`src/rtl/core/pcl_pkg.sv`:
```
// Shared types and constants for the peak compressor with linear ramps.
// Used by the controller, the datapath and the top level.
`timescale 1ns / 1ps

package pcl_pkg;

   // Sample and counter widths.
   localparam int SAMPLE_BITS    = 24;
   localparam int COUNT_BITS     = 16;
   localparam int LVL_BITS       = SAMPLE_BITS - 1;
   localparam int FRAC_BITS      = 16;
   localparam int GAIN_BITS      = 16;
   localparam int GAIN_FRAC      = 12;
   localparam int TDATA_BITS     = ((SAMPLE_BITS + 7) / 8) * 8;

   // Shared multiplier and divider sizes.
   localparam int MULB_BITS      = (COUNT_BITS > FRAC_BITS) ? COUNT_BITS : FRAC_BITS;
   localparam int PROD_BITS      = SAMPLE_BITS + MULB_BITS;
   localparam int QUO_BITS       = LVL_BITS + COUNT_BITS;
   localparam int DIV_CNT_BITS   = $clog2(QUO_BITS);
   localparam int Y_BITS         = PROD_BITS - GAIN_FRAC;

   // Configuration port.
   localparam int CSR_INDEX_BITS = 3;
   localparam int CSR_DATA_BITS  = 32;

   // Register values after reset.
   localparam logic [LVL_BITS-1:0]   THRESHOLD_RESET = LVL_BITS'(4194304);
   localparam logic [FRAC_BITS-1:0]  FRACTION_RESET  = FRAC_BITS'(49152);
   localparam logic [COUNT_BITS-1:0] ATTACK_RESET    = COUNT_BITS'(441);
   localparam logic [COUNT_BITS-1:0] RELEASE_RESET   = COUNT_BITS'(4410);
   localparam logic [GAIN_BITS-1:0]  MAKEUP_RESET    = GAIN_BITS'(4096);

   // Register indexes on the configuration port.
   typedef enum logic [CSR_INDEX_BITS-1:0] {
      REG_THRESHOLD = 3'd0,
      REG_FRACTION  = 3'd1,
      REG_ATTACK    = 3'd2,
      REG_RELEASE   = 3'd3,
      REG_MAKEUP    = 3'd4
   } csr_index_type;

   // Operand selection for the shared multiplier.
   typedef enum logic [1:0] {
      MUL_REDUCTION,
      MUL_ATTACK,
      MUL_RELEASE,
      MUL_MAKEUP
   } mul_sel_type;

   // Controller states.
   typedef enum logic [3:0] {
      ST_IDLE,
      ST_COMPARE,
      ST_REDUCE,
      ST_ATTACK_MUL,
      ST_ATTACK_FULL,
      ST_RELEASE_CHECK,
      ST_RELEASE_MUL,
      ST_DIV_LOAD,
      ST_DIVIDE,
      ST_CUT,
      ST_APPLY,
      ST_MAKEUP,
      ST_FINISH
   } state_type;

   // Current register settings.
   typedef struct packed {
      logic [LVL_BITS-1:0]   threshold;
      logic [FRAC_BITS-1:0]  fraction;
      logic [COUNT_BITS-1:0] attack_len;
      logic [COUNT_BITS-1:0] release_len;
      logic [GAIN_BITS-1:0]  makeup;
   } cfg_type;

   // Commands from the controller to the datapath.
   typedef struct packed {
      logic        load_sample;
      logic        mul_en;
      mul_sel_type mul_sel;
      logic        held_load;
      logic        cut_clear;
      logic        cut_from_held;
      logic        cut_from_quo;
      logic        atk_step;
      logic        atk_clear;
      logic        rel_load;
      logic        rel_dec;
      logic        divisor_load;
      logic        divisor_rel;
      logic        div_start;
      logic        div_step;
      logic        mag_apply;
      logic        out_load;
   } cmd_type;

   // Status from the datapath to the controller.
   typedef struct packed {
      logic above;
      logic below;
      logic atk_ramp;
      logic rel_active;
      logic rel_nonzero;
      logic div_last;
      logic out_free;
   } status_type;

endpackage

```
`src/rtl/core/pcl_ctrl.sv`:
```
// Sequencing state machine of the peak compressor.
// Depends on pcl_pkg; drives the datapath through cmd_type and reads status_type.
`timescale 1ns / 1ps

module pcl_ctrl (
   input  logic               clock,
   input  logic               reset,
   input  logic               req_tvalid,
   output logic               req_tready,
   input  pcl_pkg::status_type status,
   output pcl_pkg::cmd_type    cmd
);
   import pcl_pkg::*;

   state_type state_ff;
   state_type state_in;

   // State register.
   always_ff @(posedge clock) begin
      if (reset) begin
         state_ff <= ST_IDLE;
      end else begin
         state_ff <= state_in;
      end
   end

   // Next state.
   always_comb begin
      state_in = state_ff;
      unique case (state_ff)
         ST_IDLE: begin
            if (req_tvalid) state_in = ST_COMPARE;
         end
         ST_COMPARE: begin
            if (status.above) begin
               state_in = ST_REDUCE;
            end else if (status.below) begin
               state_in = ST_RELEASE_CHECK;
            end else begin
               state_in = ST_APPLY;
            end
         end
         ST_REDUCE: begin
            state_in = status.atk_ramp ? ST_ATTACK_MUL : ST_ATTACK_FULL;
         end
         ST_ATTACK_MUL:  state_in = ST_DIV_LOAD;
         ST_ATTACK_FULL: state_in = ST_APPLY;
         ST_RELEASE_CHECK: begin
            if (status.rel_active && status.rel_nonzero) begin
               state_in = ST_RELEASE_MUL;
            end else begin
               state_in = ST_APPLY;
            end
         end
         ST_RELEASE_MUL: state_in = ST_DIV_LOAD;
         ST_DIV_LOAD:    state_in = ST_DIVIDE;
         ST_DIVIDE: begin
            if (status.div_last) state_in = ST_CUT;
         end
         ST_CUT:    state_in = ST_APPLY;
         ST_APPLY:  state_in = ST_MAKEUP;
         ST_MAKEUP: state_in = ST_FINISH;
         ST_FINISH: begin
            if (status.out_free) state_in = ST_IDLE;
         end
         default: state_in = ST_IDLE;
      endcase
   end

   // Outputs per state.
   always_comb begin
      cmd        = '0;
      cmd.mul_sel = MUL_REDUCTION;
      req_tready = 1'b0;
      unique case (state_ff)
         ST_IDLE: begin
            req_tready      = 1'b1;
            cmd.load_sample = req_tvalid;
         end
         ST_COMPARE: begin
            cmd.mul_en    = 1'b1;
            cmd.mul_sel   = MUL_REDUCTION;
            cmd.cut_clear = 1'b1;
         end
         ST_REDUCE: begin
            cmd.held_load = 1'b1;
         end
         ST_ATTACK_MUL: begin
            cmd.mul_en       = 1'b1;
            cmd.mul_sel      = MUL_ATTACK;
            cmd.atk_step     = 1'b1;
            cmd.rel_load     = 1'b1;
            cmd.divisor_load = 1'b1;
            cmd.divisor_rel  = 1'b0;
         end
         ST_ATTACK_FULL: begin
            cmd.cut_from_held = 1'b1;
            cmd.rel_load      = 1'b1;
         end
         ST_RELEASE_CHECK: begin
            cmd.atk_clear = 1'b1;
            // With a zero release length the position still counts down.
            cmd.rel_dec   = status.rel_active && !status.rel_nonzero;
         end
         ST_RELEASE_MUL: begin
            cmd.mul_en       = 1'b1;
            cmd.mul_sel      = MUL_RELEASE;
            cmd.rel_dec      = 1'b1;
            cmd.divisor_load = 1'b1;
            cmd.divisor_rel  = 1'b1;
         end
         ST_DIV_LOAD: cmd.div_start    = 1'b1;
         ST_DIVIDE:   cmd.div_step     = 1'b1;
         ST_CUT:      cmd.cut_from_quo = 1'b1;
         ST_APPLY:    cmd.mag_apply    = 1'b1;
         ST_MAKEUP: begin
            cmd.mul_en  = 1'b1;
            cmd.mul_sel = MUL_MAKEUP;
         end
         ST_FINISH: cmd.out_load = status.out_free;
         default: begin
         end
      endcase
   end

endmodule

```
`src/rtl/core/pcl_datapath.sv`:
```
// Datapath of the peak compressor: magnitude, shared multiplier, bit-serial
// divider, ramp state and the output word register. Depends on pcl_pkg.
`timescale 1ns / 1ps

module pcl_datapath (
   input  logic                            clock,
   input  logic                            reset,
   input  pcl_pkg::cfg_type                cfg,
   input  pcl_pkg::cmd_type                cmd,
   output pcl_pkg::status_type             status,
   input  logic [pcl_pkg::TDATA_BITS-1:0]  req_tdata,
   output logic                            rsp_tvalid,
   input  logic                            rsp_tready,
   output logic [pcl_pkg::TDATA_BITS-1:0]  rsp_tdata
);
   import pcl_pkg::*;

   localparam logic [SAMPLE_BITS-1:0] HALF = {1'b1, {LVL_BITS{1'b0}}};
   localparam logic [PROD_BITS-1:0]   ROUND_HALF = PROD_BITS'(1) << (GAIN_FRAC - 1);

   logic                    neg_ff, neg_in;
   logic [SAMPLE_BITS-1:0]  mag_ff, mag_in;
   logic [PROD_BITS-1:0]    prod_ff, prod_in;
   logic [LVL_BITS-1:0]     held_ff, held_in;
   logic [LVL_BITS-1:0]     cut_ff, cut_in;
   logic [COUNT_BITS-1:0]   atk_pos_ff, atk_pos_in;
   logic [COUNT_BITS-1:0]   rel_pos_ff, rel_pos_in;
   logic [COUNT_BITS-1:0]   divisor_ff, divisor_in;
   logic [COUNT_BITS-1:0]   rem_ff, rem_in;
   logic [QUO_BITS-1:0]     quo_ff, quo_in;
   logic [DIV_CNT_BITS-1:0] div_cnt_ff, div_cnt_in;
   logic                    rsp_valid_ff, rsp_valid_in;
   logic [SAMPLE_BITS-1:0]  rsp_data_ff, rsp_data_in;

   logic [SAMPLE_BITS-1:0]  sample;
   logic                    sample_neg;
   logic [SAMPLE_BITS-1:0]  sample_mag;
   logic [SAMPLE_BITS-1:0]  thr_ext;
   logic [SAMPLE_BITS-1:0]  mul_a;
   logic [MULB_BITS-1:0]    mul_b;
   logic [COUNT_BITS:0]     rem_shift;
   logic [COUNT_BITS:0]     rem_diff;
   logic [LVL_BITS-1:0]     quo_clamped;
   logic [SAMPLE_BITS-1:0]  cut_ext;
   logic [SAMPLE_BITS-1:0]  reduced;
   logic [PROD_BITS-1:0]    round_sum;
   logic [Y_BITS-1:0]       y_full;
   logic [SAMPLE_BITS-1:0]  y_lim;
   logic [SAMPLE_BITS-1:0]  y_sat;
   logic [SAMPLE_BITS-1:0]  y_signed;

   // Magnitude of the incoming word; the most negative code gives 2^(N-1).
   assign sample     = req_tdata[SAMPLE_BITS-1:0];
   assign sample_neg = sample[SAMPLE_BITS-1];
   assign sample_mag = sample_neg ? (SAMPLE_BITS'(0) - sample) : sample;
   assign thr_ext    = {1'b0, cfg.threshold};

   // Status toward the controller.
   always_comb begin
      status.above       = mag_ff > thr_ext;
      status.below       = mag_ff < thr_ext;
      status.atk_ramp    = atk_pos_ff < cfg.attack_len;
      status.rel_active  = rel_pos_ff != '0;
      status.rel_nonzero = cfg.release_len != '0;
      status.div_last    = div_cnt_ff == DIV_CNT_BITS'(QUO_BITS - 1);
      status.out_free    = !rsp_valid_ff || rsp_tready;
   end

   // Shared multiplier operand selection.
   always_comb begin
      case (cmd.mul_sel)
         MUL_REDUCTION: begin
            mul_a = mag_ff - thr_ext;
            mul_b = MULB_BITS'(cfg.fraction);
         end
         MUL_ATTACK: begin
            mul_a = {1'b0, held_ff};
            mul_b = MULB_BITS'(atk_pos_ff);
         end
         MUL_RELEASE: begin
            mul_a = {1'b0, held_ff};
            mul_b = MULB_BITS'(rel_pos_ff);
         end
         default: begin
            mul_a = mag_ff;
            mul_b = MULB_BITS'(cfg.makeup);
         end
      endcase
   end

   // Restoring division step: one quotient bit per cycle.
   assign rem_shift = {rem_ff, quo_ff[QUO_BITS-1]};
   assign rem_diff  = rem_shift - {1'b0, divisor_ff};

   // A ramp quotient larger than the held value saturates at it.
   assign quo_clamped = (quo_ff > QUO_BITS'(held_ff)) ? held_ff : quo_ff[LVL_BITS-1:0];

   // Magnitude after reduction, clamped at zero.
   assign cut_ext = {1'b0, cut_ff};
   assign reduced = (cut_ext >= mag_ff) ? '0 : (mag_ff - cut_ext);

   // Makeup rounding, saturation and sign.
   assign round_sum = prod_ff + ROUND_HALF;
   assign y_full    = round_sum[PROD_BITS-1:GAIN_FRAC];
   assign y_lim     = neg_ff ? HALF : (HALF - SAMPLE_BITS'(1));
   assign y_sat     = (y_full > Y_BITS'(y_lim)) ? y_lim : y_full[SAMPLE_BITS-1:0];
   assign y_signed  = neg_ff ? (SAMPLE_BITS'(0) - y_sat) : y_sat;

   // Working registers, next values.
   always_comb begin
      neg_in     = neg_ff;
      mag_in     = mag_ff;
      prod_in    = prod_ff;
      cut_in     = cut_ff;
      divisor_in = divisor_ff;
      rem_in     = rem_ff;
      quo_in     = quo_ff;
      div_cnt_in = div_cnt_ff;
      if (cmd.load_sample) begin
         neg_in = sample_neg;
         mag_in = sample_mag;
      end else if (cmd.mag_apply) begin
         mag_in = reduced;
      end
      if (cmd.mul_en) begin
         prod_in = PROD_BITS'(mul_a) * PROD_BITS'(mul_b);
      end
      if (cmd.cut_clear) begin
         cut_in = '0;
      end else if (cmd.cut_from_held) begin
         cut_in = held_ff;
      end else if (cmd.cut_from_quo) begin
         cut_in = quo_clamped;
      end
      if (cmd.divisor_load) begin
         divisor_in = cmd.divisor_rel ? cfg.release_len : cfg.attack_len;
      end
      if (cmd.div_start) begin
         rem_in     = '0;
         quo_in     = prod_ff[QUO_BITS-1:0];
         div_cnt_in = '0;
      end else if (cmd.div_step) begin
         if (!rem_diff[COUNT_BITS]) begin
            rem_in = rem_diff[COUNT_BITS-1:0];
            quo_in = {quo_ff[QUO_BITS-2:0], 1'b1};
         end else begin
            rem_in = rem_shift[COUNT_BITS-1:0];
            quo_in = {quo_ff[QUO_BITS-2:0], 1'b0};
         end
         div_cnt_in = div_cnt_ff + DIV_CNT_BITS'(1);
      end
   end

   always_ff @(posedge clock) begin
      neg_ff     <= neg_in;
      mag_ff     <= mag_in;
      prod_ff    <= prod_in;
      cut_ff     <= cut_in;
      divisor_ff <= divisor_in;
      rem_ff     <= rem_in;
      quo_ff     <= quo_in;
      div_cnt_ff <= div_cnt_in;
   end

   // Ramp state, next values.
   always_comb begin
      held_in    = held_ff;
      atk_pos_in = atk_pos_ff;
      rel_pos_in = rel_pos_ff;
      if (cmd.held_load) begin
         held_in = prod_ff[FRAC_BITS +: LVL_BITS];
      end
      if (cmd.atk_step) begin
         atk_pos_in = atk_pos_ff + COUNT_BITS'(1);
      end else if (cmd.atk_clear) begin
         atk_pos_in = '0;
      end
      if (cmd.rel_load) begin
         rel_pos_in = cfg.release_len;
      end else if (cmd.rel_dec) begin
         rel_pos_in = rel_pos_ff - COUNT_BITS'(1);
      end
   end

   always_ff @(posedge clock) begin
      if (reset) begin
         held_ff    <= '0;
         atk_pos_ff <= '0;
         rel_pos_ff <= '0;
      end else begin
         held_ff    <= held_in;
         atk_pos_ff <= atk_pos_in;
         rel_pos_ff <= rel_pos_in;
      end
   end

   // Output word register.
   always_comb begin
      rsp_valid_in = rsp_valid_ff;
      rsp_data_in  = rsp_data_ff;
      if (cmd.out_load) begin
         rsp_valid_in = 1'b1;
         rsp_data_in  = y_signed;
      end else if (rsp_tready) begin
         rsp_valid_in = 1'b0;
      end
   end

   always_ff @(posedge clock) begin
      if (reset) begin
         rsp_valid_ff <= 1'b0;
      end else begin
         rsp_valid_ff <= rsp_valid_in;
      end
   end

   always_ff @(posedge clock) begin
      rsp_data_ff <= rsp_data_in;
   end

   assign rsp_tvalid = rsp_valid_ff;
   assign rsp_tdata  = TDATA_BITS'(rsp_data_ff);

   // A loaded magnitude never exceeds half scale.
   a_mag_range: assert property (@(posedge clock) disable iff (reset)
      cmd.load_sample |=> mag_ff <= HALF)
      else $error("sample magnitude out of range");

   // The divider remainder stays below the divisor throughout the division.
   a_rem_below_divisor: assert property (@(posedge clock) disable iff (reset)
      cmd.div_step |-> rem_ff < divisor_ff)
      else $error("divider remainder not below divisor");

   // A ramped reduction never exceeds the held reduction.
   a_cut_bounded: assert property (@(posedge clock) disable iff (reset)
      cmd.cut_from_quo |=> cut_ff <= held_ff)
      else $error("ramped reduction above held reduction");

   // A result word is loaded only when the output slot is free.
   a_out_slot_free: assert property (@(posedge clock) disable iff (reset)
      cmd.out_load |-> (!rsp_valid_ff || rsp_tready))
      else $error("result word overwritten");

endmodule

```
`src/rtl/core/peak_compressor_linear_ramps.sv`:
```
// Peak compressor on signed audio words with linear attack and release ramps.
// Holds the configuration registers; instantiates pcl_ctrl and pcl_datapath.
// Depends on pcl_pkg.
`timescale 1ns / 1ps
//
// Usage:
//   req_*  : one signed Q1.23 audio word per transfer (tvalid/tready).
//   rsp_*  : one compressed, makeup-scaled, saturated word per input word.
//   csr_*  : register writes (index, data); always ready. Indexes are
//            0 threshold, 1 reduction fraction, 2 attack length,
//            3 release length, 4 makeup gain; other indexes are ignored.
//            Write only while no word is in flight.
// One word is processed at a time. A word equal to the threshold passes
// compare, apply, makeup and finish; one below it with no release ramp
// running adds a release check, and one above it past the attack ramp adds
// reduce and a full-attack step; a word that ramps also runs the divider,
// one quotient bit per cycle through a 39-bit dividend. The next word is
// accepted when the controller is back in idle, after the result is loaded.
// Reset clears the ramp state and loads the default register values.
// When the receiver stalls, the finished word waits in the output register;
// one more word can be accepted and computed, then the block waits.
//

module peak_compressor_linear_ramps (
   input  logic                                clock,
   input  logic                                reset,
   // tdata: sample_in[23:0]
   input  logic                                req_tvalid,
   output logic                                req_tready,
   input  logic [pcl_pkg::TDATA_BITS-1:0]      req_tdata,
   // tdata: sample_out[23:0]
   output logic                                rsp_tvalid,
   input  logic                                rsp_tready,
   output logic [pcl_pkg::TDATA_BITS-1:0]      rsp_tdata,
   input  logic                                csr_valid,
   output logic                                csr_ready,
   input  logic [pcl_pkg::CSR_INDEX_BITS-1:0]  csr_index,
   input  logic [pcl_pkg::CSR_DATA_BITS-1:0]   csr_data
);
   import pcl_pkg::*;

   cfg_type    cfg_ff, cfg_in;
   cmd_type    cmd;
   status_type status;

   assign csr_ready = 1'b1;

   // Register file write decode.
   always_comb begin
      cfg_in = cfg_ff;
      if (csr_valid) begin
         unique case (csr_index)
            REG_THRESHOLD: cfg_in.threshold   = csr_data[LVL_BITS-1:0];
            REG_FRACTION:  cfg_in.fraction    = csr_data[FRAC_BITS-1:0];
            REG_ATTACK:    cfg_in.attack_len  = csr_data[COUNT_BITS-1:0];
            REG_RELEASE:   cfg_in.release_len = csr_data[COUNT_BITS-1:0];
            REG_MAKEUP:    cfg_in.makeup      = csr_data[GAIN_BITS-1:0];
            default: begin
            end
         endcase
      end
   end

   always_ff @(posedge clock) begin
      if (reset) begin
         cfg_ff.threshold   <= THRESHOLD_RESET;
         cfg_ff.fraction    <= FRACTION_RESET;
         cfg_ff.attack_len  <= ATTACK_RESET;
         cfg_ff.release_len <= RELEASE_RESET;
         cfg_ff.makeup      <= MAKEUP_RESET;
      end else begin
         cfg_ff <= cfg_in;
      end
   end

   // Sequencer.
   pcl_ctrl u_ctrl (
      .clock      (clock),
      .reset      (reset),
      .req_tvalid (req_tvalid),
      .req_tready (req_tready),
      .status     (status),
      .cmd        (cmd)
   );

   // Arithmetic and state.
   pcl_datapath u_datapath (
      .clock      (clock),
      .reset      (reset),
      .cfg        (cfg_ff),
      .cmd        (cmd),
      .status     (status),
      .req_tdata  (req_tdata),
      .rsp_tvalid (rsp_tvalid),
      .rsp_tready (rsp_tready),
      .rsp_tdata  (rsp_tdata)
   );

endmodule
```
`config.mk`:
```
export PLATFORM = sky130hd
export DESIGN_NAME = peak_compressor_linear_ramps
export DESIGN_NICKNAME = d
export VERILOG_FILES = /design/src/rtl/core/pcl_pkg.sv /design/src/rtl/core/pcl_ctrl.sv /design/src/rtl/core/pcl_datapath.sv /design/src/rtl/core/peak_compressor_linear_ramps.sv
export SDC_FILE = /design/constraint.sdc
export NUM_CORES = 2
export LEC_CHECK = 0
export CORE_MARGIN = 3
export CORE_UTILIZATION = 40
export CTS_CLUSTER_SIZE = 20
export DETAILED_ROUTE_END_ITERATION = 12
export DONT_BUFFER_PORTS = 1
export PLACE_DENSITY = 0.56
export SYNTH_ARGS = -nofsm -noshare
export SYNTH_HDL_FRONTEND = slang
export SYNTH_SLANG_ARGS = --single-unit
```
`constraint.sdc`:
```
create_clock -name clock -period 8.4 [get_ports clock]
set_input_delay 0.42 -clock clock [delete_from_list [all_inputs] [get_ports clock]]
set_output_delay 0.42 -clock clock [all_outputs]
set_load 0.03 [all_outputs]
```
==> After elaboration in Yosys (flattened, before gate mapping) <==
Cells that the tools add are included.
{ "op_classes": {"mul": 1, "reduce_logical": 26, "addsub": 9, "bitwise": 0, "muxes": 47, "eq_ne": 22, "magnitude_cmp": 6, "shift": 0, "n_div": 0} }
{ "op_table": {"columns": ["op", "n"], "rows": [
  ["$mux 24", 7],
  ["$mux 16", 6],
  ["$mux 39", 2],
  ["$mux 23", 3],
  ["$pmux 16 s3", 1],
  ["$pmux 24 s2", 1],
  ["$sub 1x24->24 const A", 2],
  ["$sub 24x23->24", 2],
  ["$pmux 4 s11", 1],
  ["$add 40x12->40 const B", 1],
  ["$mul 24x16->40", 1],
  ["$gt 39x23->1", 1],
  ["$reduce_bool 16->1", 2],
  ["$gt 28x24->1", 1],
  ["$ge 23x24->1", 1],
  ["$gt 24x23->1", 1],
  ["$lt 24x23->1", 1],
  ["$mux 4", 6],
  ["$eq 4x4->1 const B", 5],
  ["$sub 17x16->17", 1],
  ["$add 16x1->16 const B", 1],
  ["$eq 4x3->1 const B", 4],
  ["$lt 16x16->1", 1],
  ["$mux 1", 16],
  ["other kinds (26)", 43]
]} }
{ "word_totals": {"inputBits": 64, "memories": 0, "mem_bits_rw": 0, "latchBits": 0, "out_inout_bits": 27, "elab_cells": 130, "regBits": 336, "rom_bits": 0} }

==> Logic depth before layout (Yosys ltp) <==
{ "depth": {"depth_word": 6, "depth_mapped": 36} }

==> By module <==
A second synthesis with hierarchy kept.
{ "unflattened": {"cells_unflattened": 3838, "area_unflattened_um2": 34065.2} }
{ "by_module_without_submodules": {"columns": ["module", "area_per_inst_um2", "instances", "cells_each"], "rows": [
  ["pcl_datapath", 30010.0, 1, 3431],
  ["peak_compressor_linear_ramps", 3514.6, 1, 328],
  ["pcl_ctrl", 540.5, 1, 79]
]} }

==> Worst setup path before layout <==
OpenSTA, ideal clock, no wires.
{ "synth_path": {"path_type": "register to register", "startpoint": "register u_datapath.mag_ff[0]", "endpoint": "register u_datapath.prod_ff[38] (data pin)", "path_slack_ns": -0.250, "arrival_ns": 8.385, "required_time_ns": 8.135, "n_path_buf": 0, "stages_incl_launch_ff": 34, "path_cell_list": "edfxtp_1 -> inv_1 -> ha_1 -> fa_1 -> nand2b_1 -> a21boi_0 -> o21ai_0 -> a21o_1 -> a21oi_1 -> nor4_1 -> o31ai_1 -> mux2i_1 -> nor3_1 -> nand2_1 -> fa_1 -> fa_1 -> fa_1 -> inv_1 -> fa_1 -> fa_1 -> inv_1 -> fa_1 -> inv_1 -> ha_1 -> a21oi_1 -> o21bai_1 -> a21o_1 -> a21o_1 -> a211o_1 -> a22oi_1 -> o311ai_0 -> a221oi_1 -> o21ai_0 -> xor2_1"} }
{ "synth_via": {"elab_chain_len": 3} }
{ "synth_rtl": {"columns": ["item", "line_no", "text"], "rows": [
  ["start: declaration", "pcl_datapath.sv:22", "logic [SAMPLE_BITS-1:0] mag_ff, mag_in;"],
  ["start signal: assignment", "pcl_datapath.sv:156", "mag_ff <= mag_in;"],
  ["$sub 24x23->24", "pcl_datapath.sv:73", "mul_a = mag_ff - thr_ext;"],
  ["$pmux 24 s2 *", "pcl_datapath.sv:71", "case (cmd.mul_sel)"],
  ["$mul 24x16->40 *", "pcl_datapath.sv:126", "prod_in = PROD_BITS'(mul_a) * PROD_BITS'(mul_b);"],
  ["end signal: assignment", "pcl_datapath.sv:157", "prod_ff <= prod_in;"],
  ["end: declaration", "pcl_datapath.sv:23", "logic [PROD_BITS-1:0] prod_ff, prod_in;"]
]} }
Mark *: on every way between the ends. The rest lies on a longest branch, timed or not.
A chain may end at the register's enable or synchronous reset.

==> Worst setup path in the final report <==
{ "layout_path": {"startpoint": "register u_datapath.mag_ff[1]", "endpoint": "register u_datapath.prod_ff[38] (data pin)"} }
The elaborated chain is that of the path after synthesis.

==> impl_metrics.env <==
export IMPL_status="completed"
export IMPL_max_stage_delay_ps=590
export IMPL_synth_net_count=4495
export IMPL_slowest_stage="fa_1"
export IMPL_crit_top_cell="fa_1"
export IMPL_num_vias=28260
export IMPL_synthFlopType="dfxtp_1"
export IMPL_syn_area_per_cell_um2=8.48
export IMPL_finalSetupViolCount=0
export IMPL_post_route_util=0.478
export IMPL_cp_arrival_ps=8610
export IMPL_synthDistinctLibCells=89
export IMPL_reg2reg_to="u_datapath.prod_ff[38]"
export IMPL_h_tree_depth=2
export IMPL_clock_skew_ps=25.6
export IMPL_grt_pass1_vias=27621
export IMPL_row_count=104
export IMPL_async_flop_share=0
export IMPL_initial_core_util=0.406
export IMPL_hold_class="in2reg"
export IMPL_io_buffers=0
export IMPL_die_h_um=293
export IMPL_ys_warn_count=0
export IMPL_r2r_cells=37
export IMPL_grt_use_met1=0.342
export IMPL_regArea_um2=8170
export IMPL_regToRegStartpoint="u_datapath.mag_ff[1]"
export IMPL_cp_depth=37
export IMPL_fin_nets=4722
export IMPL_die_area_um2=85600
export IMPL_min_path_cells=3
export IMPL_most_common_layout_cells="nand2_1, inv_1, nor2_1, buf_4, fa_1"
export IMPL_ios=91
export IMPL_cp_startpoint="u_datapath.mag_ff[1]"
export IMPL_grt_busiest_layer="met2"
export IMPL_critPathCaptureType="flip-flop"
export IMPL_critPathCapture="u_datapath.prod_ff[38]"
export IMPL_synth_cells=3874
export IMPL_detail_route_wirelength_um=109000
export IMPL_placed_cells=5049
export IMPL_finalMaxSlewViolations=0
export IMPL_ant_nets=0
export IMPL_crit_required_ps=8730
export IMPL_min_period_ps=8280
export IMPL_viasPerCell=5.44
export IMPL_fillers=7927
export IMPL_multi_input_area_um2=22900
export IMPL_cts_sinks=336
export IMPL_first_iter_violations=2324
export IMPL_gp_congestion=0.928
export IMPL_hpwlAfterDp_um=85900
export IMPL_critical_path_top_delay_family="adder cells"
export IMPL_syn_cell_area_um2=32800
export IMPL_path_max_fanout=4
export IMPL_layout_drive_gt1_share=0.141
export IMPL_area_growth_pct=17.7
export IMPL_grt_usage=0.253
export IMPL_dr_pass1_iters=7
export IMPL_grt_use_met3=0.0496
export IMPL_grt_pass1_wl_um=166000
export IMPL_wl_per_cell_um=21.1
export IMPL_yosysSeqAreaShare=0.249
export IMPL_max_clock_path_buffers=3
export IMPL_grt_overflow=0
export IMPL_tightest_slew_ps=1080
export IMPL_drcViolationCount=0
export IMPL_root_buffer="clkbuf_16"
export IMPL_numCtsBuffers=40
export IMPL_met2_usage=0.413
export IMPL_clk_pin_slew_ps=60
export IMPL_die_x_um=293
export IMPL_period_share=0.986
export IMPL_drv_cap=0
export IMPL_relSlewSlack=0.275
export IMPL_rsz0062_at_grt="true"
export IMPL_cp_buffers_inverters=9
export IMPL_layout_cells_non_filler=5193
export IMPL_cts_tree="built"
export IMPL_crit_type="reg2reg"
export IMPL_hold_violations=0
export IMPL_final_common_cell="nand2_1"
export IMPL_max_freq_mhz=121
export IMPL_startpoint_type="flip-flop"
export IMPL_ys_ff_latch=336
export IMPL_core_um2=80900
export IMPL_antenna_found_initial=8
export IMPL_r2r_slack_ps=120
export IMPL_grt_max_degree=146
export IMPL_clkLatencyLatePin_ps=590
export IMPL_synth_edff_count=144
-- sequential cells by signal, indices dropped and copies added (netlist names), 16 cells and up --
| signal | cells |
|---|---|
| u_datapath.prod_ff | 40 |
| u_datapath.atk_pos_ff | 16 |
| u_datapath.rel_pos_ff | 16 |
| cfg_ff | 87 |
| u_datapath.mag_ff | 24 |
| u_datapath.quo_ff | 39 |
| u_datapath.held_ff | 23 |
| u_datapath.cut_ff | 23 |
| u_datapath.divisor_ff | 16 |
| u_datapath.rem_ff | 16 |
| u_datapath.rsp_tdata | 24 |
-- final cells by class --
type | count | share of cell area
multi-input combinational | 2860 | 0.593
sequential | 336 | 0.211
timing repair buffer | 353 | 0.0765
inverter | 510 | 0.0496
tap | 1060 | 0.0343
clock buffer | 51 | 0.0275
clock inverter | 22 | 0.00799
antenna | 1 | 0.0000647
-- kinds of logic (layout without fill, tap and decap cells) --
kind of cell / count (synthesis) / count (layout) / share of synthesized area
buffers and inverters: 678 / 936 / 0.0785
multiplexers: 73 / 73 / 0.0229
flip-flops: 336 / 336 / 0.249
XOR/XNOR: 148 / 148 / 0.0397
AND/OR/NAND/NOR: 1345 / 1345 / 0.183
other: 1 / 2 / 0.000114
adder cells (fa/ha/maj): 557 / 557 / 0.283
AO/OA/AOI/OAI: 736 / 736 / 0.144
-- layer usage --
layer  up-vias  wire, um  part of all wire
li1      13383         -                 -
met1     13848     47000              0.43
met2       843     51200              0.47
met3       180      8170             0.075
met4         6      2960             0.027
met5         -        55           0.00050
-- cells in the mapped netlist (all sizes together), types with 9 or more instances --
cell	n	share of area
buf	24	0.0037
nand3	77	0.012
o211ai	15	0.0034
ha	248	0.094
a21oi	237	0.036
and3	16	0.0030
a211oi	50	0.011
o21ai	117	0.018
nand3b	18	0.0041
a22o	10	0.0027
or2	21	0.0040
edfxtp	144	0.13
and2	20	0.0038
nor2b	25	0.0048
a21o	69	0.016
nor3	56	0.0085
o21bai	12	0.0027
clkbuf	144	0.016
or4	9	0.0021
inv	508	0.058
a221oi	12	0.0032
o21a	35	0.0080
fa	309	0.19
xnor2	86	0.023
nor2	309	0.036
nor4	19	0.0040
dfxtp	192	0.12
xor2	62	0.017
or3	19	0.0039
mux2i	57	0.017
nand2b	51	0.0097
o22ai	27	0.0051
a31oi	18	0.0034
nand4	33	0.0074
mux2	16	0.0055
o31ai	20	0.0047
a22oi	35	0.0080
nand2	653	0.075
-- metrics by stage --
stage / TNS [ps] / hold slack, ps / instance area [um2] / worst slack (ps)
final: 0 / 133 / 38700 / 121
after detailed placement: -5620 / 441 / 35900 / -557
after global placement: -4510 / 436 / 35900 / -477
after CTS: 0 / 92.3 / 37800 / 2.65
after floorplan: 0 / 436 / 32900 / 0.930
after global routing: -1320 / 127 / 38700 / -190
-- repair_timing --
action / CTS / global route
gates resized for setup: 50 / 122
pin swaps: 26 / 132
gates cloned: 0 / 2
hold buffers: 27 / 0
buffers inserted: 8 / 35
endpoints found under the hold margin: 146 / 0
endpoints found under the setup margin: 17 / 20
-- worst min path at each step --
| stage | from | to | slack, ps |
|---|---|---|---|
| finish | reset | u_ctrl.state_ff[3] | 130 |
| detailed placement | cfg_ff[56] | cfg_ff[56] | 440 |
| floorplan | cfg_ff[33] | cfg_ff[33] | 440 |
| global route | req_tdata[14] | u_datapath.mag_ff[14] | 130 |
| CTS | reset | u_ctrl.state_ff[3] | 90 |
| global placement | cfg_ff[38] | cfg_ff[38] | 440 |
-- worst min-delay path, stage by stage --
cell and delay [ps]:
nor3_1 40, a21oi_1 140, nand2_1 60
Power is left out: the tool's default activity adds up to more than one toggle a clock period on the data nets, which glitch-free logic cannot reach.
